[config.mk]
export PLATFORM = sky130hd
export DESIGN_NAME = hrb_out_fifo
export DESIGN_NICKNAME = d
export VERILOG_FILES = /design/src/rtl/hrb_pkg.sv /design/src/rtl/hrb_out_fifo.sv
export SDC_FILE = /design/constraint.sdc
export NUM_CORES = 1
export LEC_CHECK = 0
export BUFFER_PORTS_ARGS = -buffer_cell sky130_fd_sc_hd__buf_2
export CAP_MARGIN = 10
export CELL_PAD_IN_SITES_DETAIL_PLACEMENT = 0
export CELL_PAD_IN_SITES_GLOBAL_PLACEMENT = 1
export CORE_MARGIN = 8
export CORE_UTILIZATION = 37
export DETAILED_ROUTE_END_ITERATION = 10
export PLACE_DENSITY_LB_ADDON = 0.15
export SLEW_MARGIN = 20
export SYNTH_ARGS = -nofsm -noshare
export SYNTH_HDL_FRONTEND = slang
export SYNTH_SLANG_ARGS = --single-unit
[constraint.sdc]
create_clock -name clk -period 1.52 [get_ports clk]
set_input_delay 0 -clock clk [delete_from_list [all_inputs] [get_ports clk]]
set_output_delay 0 -clock clk [all_outputs]
set_load 0.005 [all_outputs]
[src/rtl/hrb_pkg.sv]
// hrb_pkg: shared constants, types and state codes of the history ring buffer
// no dependencies

package hrb_pkg;

  localparam int RING_BYTES_DEF = 4096;
  localparam int MAX_READ_DEF   = 64;

  localparam int BYTE_W = 8;
  localparam int POS_W  = 64;
  localparam int CNT_W  = 7;

  localparam logic ACT_WRITE = 1'b0;
  localparam logic ACT_READ  = 1'b1;

  localparam logic ST_BYTE  = 1'b0;
  localparam logic ST_EMPTY = 1'b1;

  typedef enum logic [1:0] {
    S_IDLE,
    S_CHECK,
    S_SIZE,
    S_RUN
  } hrb_state_t;

  typedef struct packed {
    logic [BYTE_W-1:0] read_byte;
    logic              status;
    logic              is_last;
  } hrb_word_t;

  typedef struct packed {
    logic      push;
    hrb_word_t word;
  } hrb_push_t;

endpackage

[src/rtl/hrb_out_fifo.sv]
// hrb_out_fifo: two-word output register with skid slot
// depends on hrb_pkg

module hrb_out_fifo import hrb_pkg::*; (
  input  logic      clk,
  input  logic      rst_n,
  input  hrb_push_t push_i,
  input  logic      pop_i,
  output hrb_word_t head_o,
  output logic      valid_o,
  output logic [1:0] held_o
);

  hrb_word_t  s0_r, s0_nxt;
  hrb_word_t  s1_r, s1_nxt;
  logic [1:0] held_r, held_nxt;

  always_comb begin
    s0_nxt   = s0_r;
    s1_nxt   = s1_r;
    held_nxt = held_r;
    unique case (held_r)
      2'd0: begin
        if (push_i.push) begin
          s0_nxt   = push_i.word;
          held_nxt = 2'd1;
        end
      end
      2'd1: begin
        if (push_i.push && pop_i) begin
          s0_nxt = push_i.word;
        end else if (push_i.push) begin
          s1_nxt   = push_i.word;
          held_nxt = 2'd2;
        end else if (pop_i) begin
          held_nxt = 2'd0;
        end
      end
      2'd2: begin
        if (pop_i) begin
          s0_nxt = s1_r;
          if (push_i.push) begin
            s1_nxt = push_i.word;
          end else begin
            held_nxt = 2'd1;
          end
        end
      end
      default: begin
        held_nxt = 2'd0;
      end
    endcase
  end

  always_ff @(posedge clk) begin
    if (!rst_n) begin
      held_r <= 2'd0;
    end else begin
      held_r <= held_nxt;
    end
  end

  always_ff @(posedge clk) begin
    s0_r <= s0_nxt;
    s1_r <= s1_nxt;
  end

  assign head_o  = s0_r;
  assign valid_o = (held_r != 2'd0);
  assign held_o  = held_r;

endmodule

Word-level counts from Yosys, hierarchy flattened

Cells that the tools add are included.

Register bits: 22
Input port bits: 14
Output and inout port bits: 13
Word-level logic and storage cells: 38

Equality and inequality tests: 8
Multiplexer cells: 15
Reduce and logical (&&, ||, !) cells: 8

Operator list:

| cell                                                            | number |
|---|---|
| 10-bit 2-to-1 mux                                               | 6 |
| 10-bit one-hot mux with 3 select lines                          | 1 |
| 10-bit one-hot mux with 2 select lines                          | 1 |
| 2-bit 2-to-1 mux                                                | 6 |
| 2-bit != test, second input constant                            | 5 |
| 2-bit one-hot mux with 3 select lines                           | 1 |
| 5-bit AND reduction                                             | 1 |
| 4-bit AND reduction                                             | 1 |
| 2-bit nonzero test                                              | 2 |
| 3-bit != test, second input constant                            | 1 |
| 3-bit AND reduction                                             | 1 |
| 3-bit nonzero test                                              | 1 |
| 2-bit by 1-bit == test with 1-bit output, second input constant | 1 |
| 2-bit == test, second input constant                            | 1 |
| 2-bit logical NOT                                               | 1 |
| 1-bit logical AND                                               | 1 |

Longest topological paths before layout

Word-level depth: 4
Gate-level depth with buffers: 5
Mapped depth without buffers: 3

Worst setup path after synthesis

No wires, ideal clock.

Path type: register to register
Start: register held_r[1] (netlist: held_o[1])
End: register s0_r, in the netlist head_o[0], enable pin
Setup time: 381 ps
Data arrival time: 1182 ps
Data required time: 1139 ps
Slack: -43 ps
Stages on the path, launching flop included: 5
Period minus slack after synthesis: 1563 ps
Cells stage by stage: dfxtp_1 > buf_6 > nand2_1 > o21a_1 > o22ai_1

Longest elaborated chain between the ends: 3
Elaborated cells between the ends (all ways): 8
Classes of those cells: eq/ne (5); reduce/logical (3)

RTL lines:

| element                                                                     | RTL line           | source |
|---|---|---|
| from (decl)                                                                 | hrb_out_fifo.sv:16 | `logic [1:0] held_r, held_nxt;` |
| from (signal assigned)                                                      | hrb_out_fifo.sv:59 | `held_r <= held_nxt;` |
| 2-bit by 1-bit == test with 1-bit output, or another cell as far along      | hrb_out_fifo.sv:22 | `unique case (held_r)` |
| 2-bit != test (no source line) / 3-bit nonzero test (equally long branches) | n/a                |  |
| 4-bit AND reduction (no source line) (*)                                    | n/a                |  |
| to (signal assigned)                                                        | hrb_out_fifo.sv:64 | `s0_r <= s0_nxt;` |
| to (decl)                                                                   | hrb_out_fifo.sv:14 | `hrb_word_t s0_r, s0_nxt;` |

Mark *: on every way between the ends. The rest lies on a longest branch, timed or not.
A chain may end at the register's enable or synchronous reset.

==> metrics.md <==
| Metric | Value |
|---|---|
| Setup Viol. Count Final | 0 |
| Setup_tns | 0 ns |
| Worst path required time | 1.58 ns |
| Num rows | 18 |
| Mean post-synth cell area | 17.9 µm² |
| Hold path depth | 3 |
| Layout Nets | approximately 110 |
| FF-to-FF End | head_o[6] |
| Worst hold start | push_i[10] |
| DR vias/cell | around 4.5 |
| Final Max Tran Viols | 0 |
| Lkg Pwr | between 0.5 and 0.6 nW |
| Worst Skew | between 0.005 and 0.006 ns |
| Metal-1 WL | between 600 and 700 µm |
| Initial antenna violation count | 0 |
| Initial Utilization | 0.386 |
| Synth top area share | 0.633 |
| Clk sinks | 22 |
| Filler cells | roughly 210 |
| P per Cell Area | 873 nW/µm² |
| Minimum clock period | roughly 1.4 ns |
| RSZ-0062 raised after global routing | no |
| Largest net degree at the start of global routing | 13 |
| CTS H-tree lvls | 1 |
| Drt wl/cell | between 10 and 15 µm |
| FF-to-FF path depth | 3 |
| Cell accounting for the most synthesized area | edfxtp_1 |
| Post-CTS setup buffer count | 0 |
| # IOs | 27 |
| Synth warn | 0 |
| Fin cells | 128 |
| Worst Hold Class | input port to flip-flop |
| Post-Syn Nets | 67 |
| DR pass1 iterations | 2 |
| Area contributors post-synth | edfxtp_1 63%, mux2_4 14%, dfxtp_1 4.2% |
| Antenna cells | 0 |
| Port Buffers | 26 |
| FF+latch count, synth | 22 |
| WL final | between 1500 and 2000 µm |
| Gr usage total | 0.0773 |
| Clk_lat worst skew | 0.29 ns |
| Routed wl met2 | ~750 µm |
| Dpl cells | around 110 |
| Hpwl dp | 1230 µm |
| CTS tree | done |
| Clock Tree Buf Depth | 2 |
| Peak supply drop | roughly 600 µV |
| Vias | about 580 |
| Number of gates resized after CTS | 0 |
| Distinct cell type count after synthesis | 22 |
| Status | completed |
| 1st-iter DRT viols | 11 |
| Post-Synthesis Cell Area | about 950 µm² |
| FMAX | between 0.7 and 0.8 GHz |
| Max-cap violation count | 0 |
| Core area | 2450 µm² |
| Global route overflow | 0 |
| Top Layer Used | met4 |
| Min-Delay Endpoint | held_o[1] |
| CP Class | flip-flop to flip-flop |
| First-pass GRT wire length | 2640 µm |
| Slew margin rel. | 0.827 |
| Vias in the first global route | 583 |
| Die X | approximately 67 µm |
| Worst reg-to-reg setup slack | roughly 0.12 ns |
| CTS Buf Count | 3 |
| Mapped Cells | 53 |
| Final hold vios | 0 |
| Critical Path Fanout Max | 7 |
| Die ar. | between 4000 and 5000 µm² |
| Hold bufs inserted after CTS | 11 |
| CTS root buf | clkbuf_4 |
| Routability cong. | approximately 0.61 |
| Worst-path clk slew | around 0.11 ns |
| Seq/Total Area, Yosys | 0.675 |
| Die Y | approximately 67 µm |
| Startpoint Class | flip-flop |
| R2R Path Start | held_o[1] |
| Layout cells sized above 1 | 0.510 |
| Met3 routed WL | between 100 and 150 µm |
| Detail Route Antenna Nets | 0 |
| P&R area growth vs syn | 35.5% |
| Drt drc | 0 |
| Worst Path Arrival | about 1.5 ns |
| Crit share post-route | 0.920 |
| Worst Setup End Kind | flip-flop |
| Slew @ Worst Pin | approximately 0.26 ns |
-- cells in the mapped netlist --
library cell / instances
mux2_4: 9
buf_4: 1
o22ai_1: 1
or2_2: 1
nor4b_1: 1
buf_12: 1
nor2b_4: 1
o21a_1: 2
o21ai_2: 1
nand2_1: 2
inv_1: 2
a211oi_1: 1
a21boi_1: 1
edfxtp_1: 20
nor3_1: 1
buf_6: 1
nor3b_1: 1
nor2_1: 1
o31a_1: 1
dfxtp_1: 2
nand4b_1: 1
mux2_2: 1
-- power by group --
part	internal [mW]	total, mW	leakage [nW]	switching [mW]
clock network	0.0954	0.256	0.0154	0.161
logic	0.0949	0.155	0.302	0.0599
registers	0.699	0.711	0.206	0.0116
-- worst max path at each step --
stage / startpoint / end / slack [ns] / cells after the start
after floorplan: held_o[1] / head_o[0] / 0.16 / 4
after global routing: held_o[1] / head_o[6] / 0.04 / 3
after CTS: held_o[1] / head_o[6] / 0.12 / 3
final: held_o[1] / head_o[6] / 0.12 / 3
after global placement: held_o[1] / head_o[9] / 0.16 / 3
after detailed placement: held_o[1] / head_o[6] / 0.13 / 3
-- layout make-up --
| class | count | area, µm² | area share |
|---|---|---|---|
| clock buffers | 3 | 22.5 | 0.0175 |
| well taps | 30 | 37.5 | 0.0292 |
| multi-input cells | 26 | 268 | 0.208 |
| inverters | 2 | 7.51 | 0.00584 |
| repair buffers | 44 | 305 | 0.238 |
| flip-flops and latches | 22 | 641 | 0.499 |
| clock inverters | 1 | 3.75 | 0.00292 |
-- routing by layer --
metal  track usage  up-vias
met5             0        -
met4        0.0400        0
met3        0.0252        2
met2         0.127       15
met1        0.0874      271
li1              -      290
-- state kept, by name, indices dropped and copies added (netlist names) --
name    cells
s1_r       10
held_o      2
head_o     10
-- logic make-up after synthesis --
kind of cell / share of synthesized area
AOI/OAI and AO/OA: 0.0567
muxes: 0.154
DFF: 0.675
and+or+nand+nor: 0.0646
buffers and inverters: 0.0488
-- worst max-delay path, cell delays in order (launching register included) --
cell and delay, ns:
dfxtp_1 0.45, nor2b_4 0.21, buf_4 0.19, mux2_4 0.31
-- cells in the final DEF (no fill, tap or decap), types with 2 or more instances in the layout --
cell,synthesis,routed
buf_2,0,26
nand2_1,2,2
mux2_4,9,9
buf_4,1,6
o21a_1,2,2
edfxtp_1,20,20
dlygate4sd3_1,0,11
dfxtp_1,2,2
inv_1,2,2
clkbuf_4,0,3
-- through the flow --
step / hold WS (ns) / worst slack (ns) / util / instance area (µm²) / power [mW]
after global routing: 0.0428 / 0.0422 / 0.523 / 1280 / 1.17
after CTS: 0.0324 / 0.118 / 0.523 / 1280 / 1.14
after floorplan: 0.0989 / 0.162 / - / 955 / 0.793
after global placement: 0.191 / 0.162 / 0.468 / 1150 / 0.861
final: 0.0403 / 0.121 / 0.523 / 1280 / 1.12
after detailed placement: 0.198 / 0.130 / 0.468 / 1150 / 0.863
Note: power is estimated with default switching activity, not from simulation.
